$ cat src/hw/rtl/irq_line_allocator_defines.svh
// ----------------------------------------------------------------------------
// irq_line_allocator_defines.svh - assertion macros
// Assertion wrappers for the interrupt line allocator. They compile to nothing
// when SYNTHESIS is defined.
// ----------------------------------------------------------------------------
`ifndef IRQ_LINE_ALLOCATOR_DEFINES_SVH
`define IRQ_LINE_ALLOCATOR_DEFINES_SVH

`ifndef SYNTHESIS
// Checks that an expression holds at every clock edge outside reset.
`define ILA_ASSERT(lbl, clk, rst_n, prop, msg) \
	lbl: assert property (@(posedge clk) disable iff (!rst_n) (prop)) else $error(msg);
// Checks that the consequent holds in the cycle after the antecedent.
`define ILA_ASSERT_NEXT(lbl, clk, rst_n, ante, cons, msg) \
	lbl: assert property (@(posedge clk) disable iff (!rst_n) (ante) |=> (cons)) else $error(msg);
`else
`define ILA_ASSERT(lbl, clk, rst_n, prop, msg)
`define ILA_ASSERT_NEXT(lbl, clk, rst_n, ante, cons, msg)
`endif

`endif

$ cat src/hw/rtl/ila_pkg.sv
// ----------------------------------------------------------------------------
// ila_pkg - shared definitions of the interrupt line allocator
// Sizes, command and status codes, and the free-line search result type.
// ----------------------------------------------------------------------------
package ila_pkg;

	localparam int NUM_SOURCES = 64;
	localparam int NUM_LINES   = 31;

	localparam int SRC_W   = 6;
	localparam int LINE_W  = 5;
	localparam int CAUSE_W = 10;
	localparam int LEVEL_W = 4;
	localparam int MASK_W  = 32;

	localparam int SADDR_W = $clog2(NUM_SOURCES);
	localparam int LIDX_W  = (NUM_LINES > 1) ? $clog2(NUM_LINES) : 1;

	localparam logic [LINE_W-1:0]  MUX_DISABLED_CODE = LINE_W'(6);
	localparam logic [LEVEL_W-1:0] THRESHOLD_RESET   = LEVEL_W'(1);

	typedef enum logic [1:0] {
		CMD_ENABLE    = 2'd0,
		CMD_DISABLE   = 2'd1,
		CMD_GET_INTID = 2'd2,
		CMD_SET_LEVEL = 2'd3
	} ila_cmd_t;

	typedef enum logic [1:0] {
		ST_OK       = 2'd0,
		ST_NO_FREE  = 2'd1,
		ST_UNMAPPED = 2'd2
	} ila_status_t;

	typedef struct packed {
		logic              done;
		logic              found;
		logic [LINE_W-1:0] line;
	} ila_scan_res_t;

endpackage

$ cat src/hw/rtl/ila_ram.sv
// ----------------------------------------------------------------------------
// ila_ram - generic RAM
// One write port and one read port with registered read data.
// ----------------------------------------------------------------------------
module ila_ram #(
	parameter int WIDTH = 8,
	parameter int DEPTH = 16
) (
	input  logic                     clk,
	input  logic                     we,
	input  logic [$clog2(DEPTH)-1:0] waddr,
	input  logic [WIDTH-1:0]         wdata,
	input  logic                     re,
	input  logic [$clog2(DEPTH)-1:0] raddr,
	output logic [WIDTH-1:0]         rdata
);

	logic [WIDTH-1:0] mem_q [DEPTH];

	always_ff @(posedge clk) begin
		if (we) begin
			mem_q[waddr] <= wdata;
		end
		if (re) begin
			rdata <= mem_q[raddr];
		end
	end

endmodule

$ cat src/hw/rtl/ila_free_scan.sv
// ----------------------------------------------------------------------------
// ila_free_scan - first-fit free line search
// Tests one line valid bit per cycle from line 1 upward and reports the first
// free line, or that none is free.
// ----------------------------------------------------------------------------
module ila_free_scan (
	input  logic                           clk,
	input  logic                           arst_n,
	input  logic                           start,
	input  logic [ila_pkg::NUM_LINES-1:0]  line_valid,
	output ila_pkg::ila_scan_res_t         res
);

	localparam logic [ila_pkg::LIDX_W-1:0] LAST_IDX = ila_pkg::LIDX_W'(ila_pkg::NUM_LINES - 1);

	logic                        busy_q;
	logic [ila_pkg::LIDX_W-1:0]  idx_q;
	ila_pkg::ila_scan_res_t      res_q;

	always_ff @(posedge clk or negedge arst_n) begin
		if (!arst_n) begin
			busy_q <= 1'b0;
			idx_q  <= '0;
			res_q  <= '0;
		end else begin
			if (start) begin
				busy_q     <= 1'b1;
				idx_q      <= '0;
				res_q.done <= 1'b0;
			end else if (busy_q) begin
				if (!line_valid[idx_q]) begin
					busy_q      <= 1'b0;
					res_q.done  <= 1'b1;
					res_q.found <= 1'b1;
					res_q.line  <= ila_pkg::LINE_W'(idx_q) + ila_pkg::LINE_W'(1);
				end else if (idx_q == LAST_IDX) begin
					busy_q      <= 1'b0;
					res_q.done  <= 1'b1;
					res_q.found <= 1'b0;
					res_q.line  <= '0;
				end else begin
					idx_q      <= idx_q + ila_pkg::LIDX_W'(1);
					res_q.done <= 1'b0;
				end
			end else begin
				res_q.done <= 1'b0;
			end
		end
	end

	assign res = res_q;

endmodule

$ cat src/hw/rtl/irq_line_allocator.sv
// Path of a transaction: get intid and set level go straight from IDLE to RESP, as does
// a refused source; disable, and enable of a mapped source, pass through READ to RESP; a
// new mapping passes through READ and SCAN, where the free line search runs, to RESP.
// One transaction at a time; the next is taken the cycle after the result leaves, and
// the one-line-per-cycle free search sets the longest interval.
// Reset: asynchronous, active low; all mappings invalid, mask 0, threshold 1.
// ----------------------------------------------------------------------------
// irq_line_allocator - interrupt source to CPU line allocator
// Maps peripheral interrupt sources onto CPU lines 1..NUM_LINES and answers
// enable, disable, cause lookup and threshold commands, one result each.
// ----------------------------------------------------------------------------
`include "irq_line_allocator_defines.svh"

module irq_line_allocator (
	input  logic                          clk,
	input  logic                          arst_n,
	// Command channel.
	input  logic                          in_valid,
	output logic                          in_stall,
	input  logic [1:0]                    command,
	input  logic [ila_pkg::SRC_W-1:0]     source,
	input  logic [ila_pkg::CAUSE_W-1:0]   cause_line,
	input  logic [ila_pkg::LEVEL_W-1:0]   new_level,
	// Result channel.
	output logic                          out_valid,
	input  logic                          out_stall,
	output logic [1:0]                    status,
	output logic [ila_pkg::LINE_W-1:0]    line,
	output logic [ila_pkg::LINE_W-1:0]    map_value,
	output logic [ila_pkg::SRC_W-1:0]     found_source,
	output logic [ila_pkg::LEVEL_W-1:0]   old_level,
	output logic [ila_pkg::MASK_W-1:0]    enable_mask
);

	// The sequencer: IDLE takes a transaction, READ waits for the forward
	// table, SCAN runs the free line search, RESP holds the result.
	typedef enum logic [1:0] {
		S_IDLE,
		S_READ,
		S_SCAN,
		S_RESP
	} state_t;

	state_t                          state_q;
	ila_pkg::ila_cmd_t               cmd_q;
	logic [ila_pkg::SADDR_W-1:0]     saddr_q;

	// Mapping state. The forward table lives in RAM behind per-source valid
	// bits; the reverse table is a small register file with per-line valid bits.
	logic [ila_pkg::NUM_SOURCES-1:0] src_valid_q;
	logic [ila_pkg::NUM_LINES-1:0]   line_valid_q;
	logic [ila_pkg::SRC_W-1:0]       l2s_q [ila_pkg::NUM_LINES];
	logic [ila_pkg::MASK_W-1:0]      line_en_q;
	logic [ila_pkg::LEVEL_W-1:0]     threshold_q;

	// Result registers.
	ila_pkg::ila_status_t            status_q;
	logic [ila_pkg::LINE_W-1:0]      line_q;
	logic [ila_pkg::LINE_W-1:0]      mapv_q;
	logic [ila_pkg::SRC_W-1:0]       found_q;
	logic [ila_pkg::LEVEL_W-1:0]     oldl_q;

	logic                            in_xact;
	logic                            src_in_range;
	logic                            cause_bad;
	logic [ila_pkg::LIDX_W-1:0]      cause_idx;
	logic [ila_pkg::SADDR_W-1:0]     in_saddr;
	logic [ila_pkg::LINE_W-1:0]      ram_rdata;
	logic [ila_pkg::LIDX_W-1:0]      rd_idx;
	logic                            ram_we;
	logic                            scan_start;
	ila_pkg::ila_scan_res_t          scan_res;
	logic [ila_pkg::LIDX_W-1:0]      scan_idx;

	assign in_stall  = (state_q != S_IDLE);
	assign out_valid = (state_q == S_RESP);
	assign in_xact   = in_valid && !in_stall;

	assign in_saddr     = ila_pkg::SADDR_W'(source);
	assign src_in_range = (32'(source) < ila_pkg::NUM_SOURCES);
	assign cause_bad    = (cause_line == '0) ||
	                      (cause_line > ila_pkg::CAUSE_W'(ila_pkg::NUM_LINES));
	assign cause_idx    = ila_pkg::LIDX_W'(cause_line - ila_pkg::CAUSE_W'(1));
	assign rd_idx       = ila_pkg::LIDX_W'(ram_rdata - ila_pkg::LINE_W'(1));
	assign scan_idx     = ila_pkg::LIDX_W'(scan_res.line - ila_pkg::LINE_W'(1));

	// A new mapping is recorded when the search comes back with a free line.
	assign ram_we     = (state_q == S_SCAN) && scan_res.done && scan_res.found;
	assign scan_start = (state_q == S_READ) && (cmd_q == ila_pkg::CMD_ENABLE) &&
	                    !src_valid_q[saddr_q];

	ila_ram #(
		.WIDTH (ila_pkg::LINE_W),
		.DEPTH (ila_pkg::NUM_SOURCES)
	) u_fwd_ram (
		.clk   (clk),
		.we    (ram_we),
		.waddr (saddr_q),
		.wdata (scan_res.line),
		.re    (in_xact),
		.raddr (in_saddr),
		.rdata (ram_rdata)
	);

	ila_free_scan u_free_scan (
		.clk        (clk),
		.arst_n     (arst_n),
		.start      (scan_start),
		.line_valid (line_valid_q),
		.res        (scan_res)
	);

	always_ff @(posedge clk or negedge arst_n) begin
		if (!arst_n) begin
			state_q      <= S_IDLE;
			cmd_q        <= ila_pkg::CMD_ENABLE;
			saddr_q      <= '0;
			src_valid_q  <= '0;
			line_valid_q <= '0;
			line_en_q    <= '0;
			threshold_q  <= ila_pkg::THRESHOLD_RESET;
			status_q     <= ila_pkg::ST_OK;
			line_q       <= '0;
			mapv_q       <= '0;
			found_q      <= '0;
			oldl_q       <= '0;
		end else begin
			unique case (state_q)
				S_IDLE: begin
					if (in_valid) begin
						cmd_q   <= ila_pkg::ila_cmd_t'(command);
						saddr_q <= in_saddr;
						mapv_q  <= '0;
						unique case (ila_pkg::ila_cmd_t'(command))
							ila_pkg::CMD_ENABLE, ila_pkg::CMD_DISABLE: begin
								line_q  <= '0;
								found_q <= '0;
								oldl_q  <= '0;
								// A source beyond the table is refused before any lookup.
								if (src_in_range) begin
									status_q <= ila_pkg::ST_OK;
									state_q  <= S_READ;
								end else begin
									status_q <= ila_pkg::ST_UNMAPPED;
									state_q  <= S_RESP;
								end
							end
							ila_pkg::CMD_GET_INTID: begin
								oldl_q <= '0;
								// Line zero and lines past the last one never index the table.
								if (cause_bad) begin
									status_q <= ila_pkg::ST_UNMAPPED;
									line_q   <= '0;
									found_q  <= '0;
								end else begin
									line_q <= ila_pkg::LINE_W'(cause_line);
									if (line_valid_q[cause_idx]) begin
										status_q <= ila_pkg::ST_OK;
										found_q  <= l2s_q[cause_idx];
									end else begin
										status_q <= ila_pkg::ST_UNMAPPED;
										found_q  <= '0;
									end
								end
								state_q <= S_RESP;
							end
							ila_pkg::CMD_SET_LEVEL: begin
								status_q    <= ila_pkg::ST_OK;
								line_q      <= '0;
								found_q     <= '0;
								oldl_q      <= threshold_q;
								threshold_q <= new_level;
								state_q     <= S_RESP;
							end
							default: begin
								status_q <= ila_pkg::ST_OK;
								line_q   <= '0;
								found_q  <= '0;
								oldl_q   <= '0;
								state_q  <= S_RESP;
							end
						endcase
					end
				end
				S_READ: begin
					if (cmd_q == ila_pkg::CMD_ENABLE) begin
						if (src_valid_q[saddr_q]) begin
							// Already mapped: keep the line and enable it again.
							line_q               <= ram_rdata;
							mapv_q               <= ram_rdata;
							line_en_q[ram_rdata] <= 1'b1;
							state_q              <= S_RESP;
						end else begin
							state_q <= S_SCAN;
						end
					end else begin
						mapv_q <= ila_pkg::MUX_DISABLED_CODE;
						if (src_valid_q[saddr_q]) begin
							line_q               <= ram_rdata;
							line_en_q[ram_rdata] <= 1'b0;
							line_valid_q[rd_idx] <= 1'b0;
							src_valid_q[saddr_q] <= 1'b0;
						end else begin
							status_q <= ila_pkg::ST_UNMAPPED;
						end
						state_q <= S_RESP;
					end
				end
				S_SCAN: begin
					if (scan_res.done) begin
						if (scan_res.found) begin
							line_q                   <= scan_res.line;
							mapv_q                   <= scan_res.line;
							line_en_q[scan_res.line] <= 1'b1;
							line_valid_q[scan_idx]   <= 1'b1;
							l2s_q[scan_idx]          <= ila_pkg::SRC_W'(saddr_q);
							src_valid_q[saddr_q]     <= 1'b1;
						end else begin
							status_q <= ila_pkg::ST_NO_FREE;
						end
						state_q <= S_RESP;
					end
				end
				S_RESP: begin
					if (!out_stall) begin
						state_q <= S_IDLE;
					end
				end
				default: begin
					state_q <= S_IDLE;
				end
			endcase
		end
	end

	assign status       = status_q;
	assign line         = line_q;
	assign map_value    = mapv_q;
	assign found_source = found_q;
	assign old_level    = oldl_q;
	assign enable_mask  = line_en_q;

	// The number of mapped sources equals the number of mapped lines.
	`ILA_ASSERT(a_map_count, clk, arst_n, $countones(src_valid_q) == $countones(line_valid_q), "forward and reverse tables disagree")
	// Only mapped lines can be enabled, and line zero never is.
	`ILA_ASSERT(a_en_mapped, clk, arst_n, ((line_en_q[ila_pkg::NUM_LINES:1] & ~line_valid_q) == '0) && !line_en_q[0], "enable bit set on an unmapped line")
	// A taken transaction closes the command channel until its result leaves.
	`ILA_ASSERT_NEXT(a_busy_after_take, clk, arst_n, in_xact, in_stall && !out_valid || out_valid, "command channel open while busy")
	// The table is written only with a line the search actually found.
	`ILA_ASSERT(a_write_line, clk, arst_n, !ram_we || (scan_res.line != '0), "forward table written with line zero")

endmodule
$ cat config.mk
export PLATFORM = sky130hd
export DESIGN_NAME = irq_line_allocator
export DESIGN_NICKNAME = d
export VERILOG_FILES = /design/src/hw/rtl/ila_pkg.sv /design/src/hw/rtl/ila_ram.sv /design/src/hw/rtl/ila_free_scan.sv /design/src/hw/rtl/irq_line_allocator.sv
export VERILOG_INCLUDE_DIRS = /design/src /design/src/hw/rtl
export SDC_FILE = /design/constraint.sdc
export NUM_CORES = 1
export LEC_CHECK = 0
export BUFFER_PORTS_ARGS = -buffer_cell sky130_fd_sc_hd__clkbuf_2
export CAP_MARGIN = 15
export CORE_MARGIN = 2
export CORE_UTILIZATION = 45
export CTS_BUF_LIST = sky130_fd_sc_hd__clkbuf_16
export DETAILED_ROUTE_END_ITERATION = 10
export GPL_ROUTABILITY_DRIVEN = 0
export HOLD_SLACK_MARGIN = 0.03
export PLACE_DENSITY_LB_ADDON = 0.12
export SETUP_SLACK_MARGIN = 0.02
export SYNTH_ARGS = -nofsm -noshare
export SYNTH_HDL_FRONTEND = slang
export SYNTH_SLANG_ARGS = --single-unit
export TNS_END_PERCENT = 10
$ cat constraint.sdc
create_clock -name clk -period 3.1 [get_ports clk]
set_input_delay 0.62 -clock clk [delete_from_list [all_inputs] [get_ports clk]]
set_output_delay 0.62 -clock clk [all_outputs]
set_load 0.01 [all_outputs]
==> flow_summary.json <==
{
  "track_usage": 0.234,
  "initial_core_util": 0.456,
  "reg2regPathDepth": 9,
  "crit_path_end_kind": "register",
  "cp_slowest_cell": "dfrtp_4",
  "grt_pass1_wl_mm": 122,
  "synth-main-ff-cell": "edfxtp_1",
  "path_class": "register to register",
  "start_kind": "register",
  "tritoncts": "yes",
  "insertedDiodeCount": 0,
  "synth.avg_cell_area_um2": 15.2,
  "fin_cells": 3040,
  "slew_viol_final": 0,
  "synth_edf_count": 511,
  "ys_types": 66,
  "syn_nets": 2013,
  "cts_setup_buffers": 0,
  "syn_to_final_growth_pct": 14.5,
  "grt_max_degree": 127,
  "critPathBufInv": 2,
  "tightest_slew_ns": 0.823,
  "fin_hold_ws_ns": 0.171,
  "wl_mm": 80.1,
  "final_cell_mix": "511 x edfxtp_1, 169 x dfrtp_1, 164 x mux4_2",
  "final_common_cell": "edfxtp_1",
  "fin_skew_ns": 0.0192,
  "grt-ovfl-total": 0,
  "ys_ff_latch": 687,
  "netlist_area_um2": 30100,
  "p_per_area_nw_per_um2": 797,
  "crit_fanout": 20,
  "dp_cells": 2901,
  "hp-class": "input pin to asynchronous set/reset pin",
  "cp_cell_sequence": "buf_4 > mux2i_1 > a22oi_1 > nand3_1 > nand4_2 > buf_4 > o21ai_1 > a31oi_1 > o31ai_1",
  "top_level_ports": 82,
  "outcome": "complete, no violations",
  "die_h_um": 263,
  "antenna_found_initial": 3,
  "place_hpwl_mm": 54.2,
  "arrival_ns": 3.40,
  "viasPerCell": 6.07,
  "synthesis.instances": 1979,
  "cts_resized": 0,
  "ant_nets": 0,
  "relSlewSlack": 0.451,
  "first_pass_iters": 5,
  "first_iter_violations": 2000,
  "io_buffers": 81,
  "vias": 18500,
  "die-area_um2": 69000,
  "cp.required_ns": 3.61,
  "drc": 0,
  "crit_path_max_incr_delay_ns": 0.64,
  "path_common_cell": "buf_4",
  "power.total_mw": 27.5,
  "htreeDepth": 3,
  "cap_violations": 0,
  "synth_warnings": 0,
  "drive_gt1_frac": 0.236,
  "rrSetupSlack_ns": 0.21,
  "r2r-start": "saddr_q[0]",
  "final.period_utilization": 0.931,
  "cts_sinks": 687,
  "path_clk_slew_ns": 0.06,
  "grt_pass1_vias": 18800,
  "hold_viol_final": 0,
  "nNetsFinal": 2149,
  "wl_per_cell_um": 26.3,
  "rows": 94,
  "ctsHoldBuffers": 0,
  "power.leakage_nw": 11.2,
  "yosysSeqAreaShare": 0.656,
  "clk-insertion-delay-late_ns": 0.62,
  "post-route-min-period_ns": 2.89,
  "clockBufferDepth": 3,
  "cts.root.buffer_cell": "clkbuf_16",
  "core_area_um2": 66000,
  "ir_drop_v": 0.000551,
  "dieWidth_um": 263,
  "crit_family": "compound AO/OA/AOI/OAI gates",
  "fmax_mhz": 346,
  "worst_slack_ns": 0.214,
  "report.final.setup_viol": 0,
  "synthArstFlopShare": 0.256,
  "cts_buffers": 75,
  "place_ws_ns": 0.0576,
  "rsz0062_at_grt": "true"
}
==> metal layers <==
layer / vias up / GRT usage / wire [µm]
met5: - / 0 / 13
met4: 2 / 0.0696 / 2020
met3: 125 / 0.0390 / 4270
met2: 569 / 0.384 / 39300
met1: 9630 / 0.324 / 34500
li1: 8124 / - / -
==> worst max path at each step <==
stage                  startpoint               to  slack [ns]  depth (start not counted)
floorplan           cause_line[0]  found_source[0]        0.13                          9
global placement    cause_line[0]        status[1]       -0.02                         10
detailed placement  cause_line[0]        status[1]        0.06                         10
CTS                    saddr_q[0]         register        0.21                          9
global route           saddr_q[0]         register       -0.02                          9
finish                 saddr_q[0]         register        0.21                          9
==> worst reg2reg max path, cell delays in order (launching register included) <==
cell and delay [ns]:
dfrtp_4 0.64, buf_4 0.28, mux2i_1 0.30, a22oi_1 0.13, nand3_1 0.12, nand4_2 0.20, buf_4 0.25, o21ai_1 0.57
a31oi_1 0.20, o31ai_1 0.10
==> cells by family (layout without fill, tap and decap cells) <==
family	after synthesis	count (layout)	synth area share
buffers and inverters	163	360	0.0243
muxes	230	230	0.147
xor gates and xnor gates	9	9	0.00262
adders and majority gates	8	8	0.00332
AOI/OAI and AO/OA	421	421	0.0941
and+or+nand+nor	461	461	0.0728
DFF	687	687	0.656
==> through the flow <==
step                setup TNS (ns)  area (µm²)   util
floorplan                        0       30100      -
CTS                              0       34500  0.523
finish                           0       34500  0.523
global route               -0.0257       34500  0.523
detailed placement               0       32100  0.486
global placement           -0.0150       32100  0.486
==> cells in the mapped netlist (all sizes together), types with 9 or more instances <==
cell type | number | share of area
mux2 | 18 | 0.0067
mux4 | 167 | 0.13
nand2 | 129 | 0.016
o31ai | 66 | 0.016
a21oi | 129 | 0.022
dfrtp | 175 | 0.15
or3 | 9 | 0.0019
a211oi | 15 | 0.0037
a31oi | 98 | 0.020
mux2i | 45 | 0.015
inv | 18 | 0.0022
nor2 | 148 | 0.018
clkbuf | 91 | 0.013
edfxtp | 511 | 0.51
a22oi | 14 | 0.0035
buf | 54 | 0.0093
o21ai | 22 | 0.0037
nor2b | 16 | 0.0033
nand3 | 28 | 0.0047
nor3 | 13 | 0.0022
o32a | 28 | 0.0093
nand2b | 9 | 0.0020
and2 | 73 | 0.015
==> final cells by class <==
class,count,area [µm²]
Sequential cell,687,19800
Multi-Input combinational cell,1129,9660
Clock inverter,61,468
Fill cell,5448,31500
Clock buffer,77,1930
Tap cell,864,1080
Timing Repair Buffer,204,1530
Inverter,18,67.6
==> power breakdown <==
part	switching, mW	internal (mW)
logic	4.79	2.21
registers	0.743	11.1
clock network	3.68	5.02
total	9.21	18.3
No activity file was read; power rests on OpenSTA's default activity.
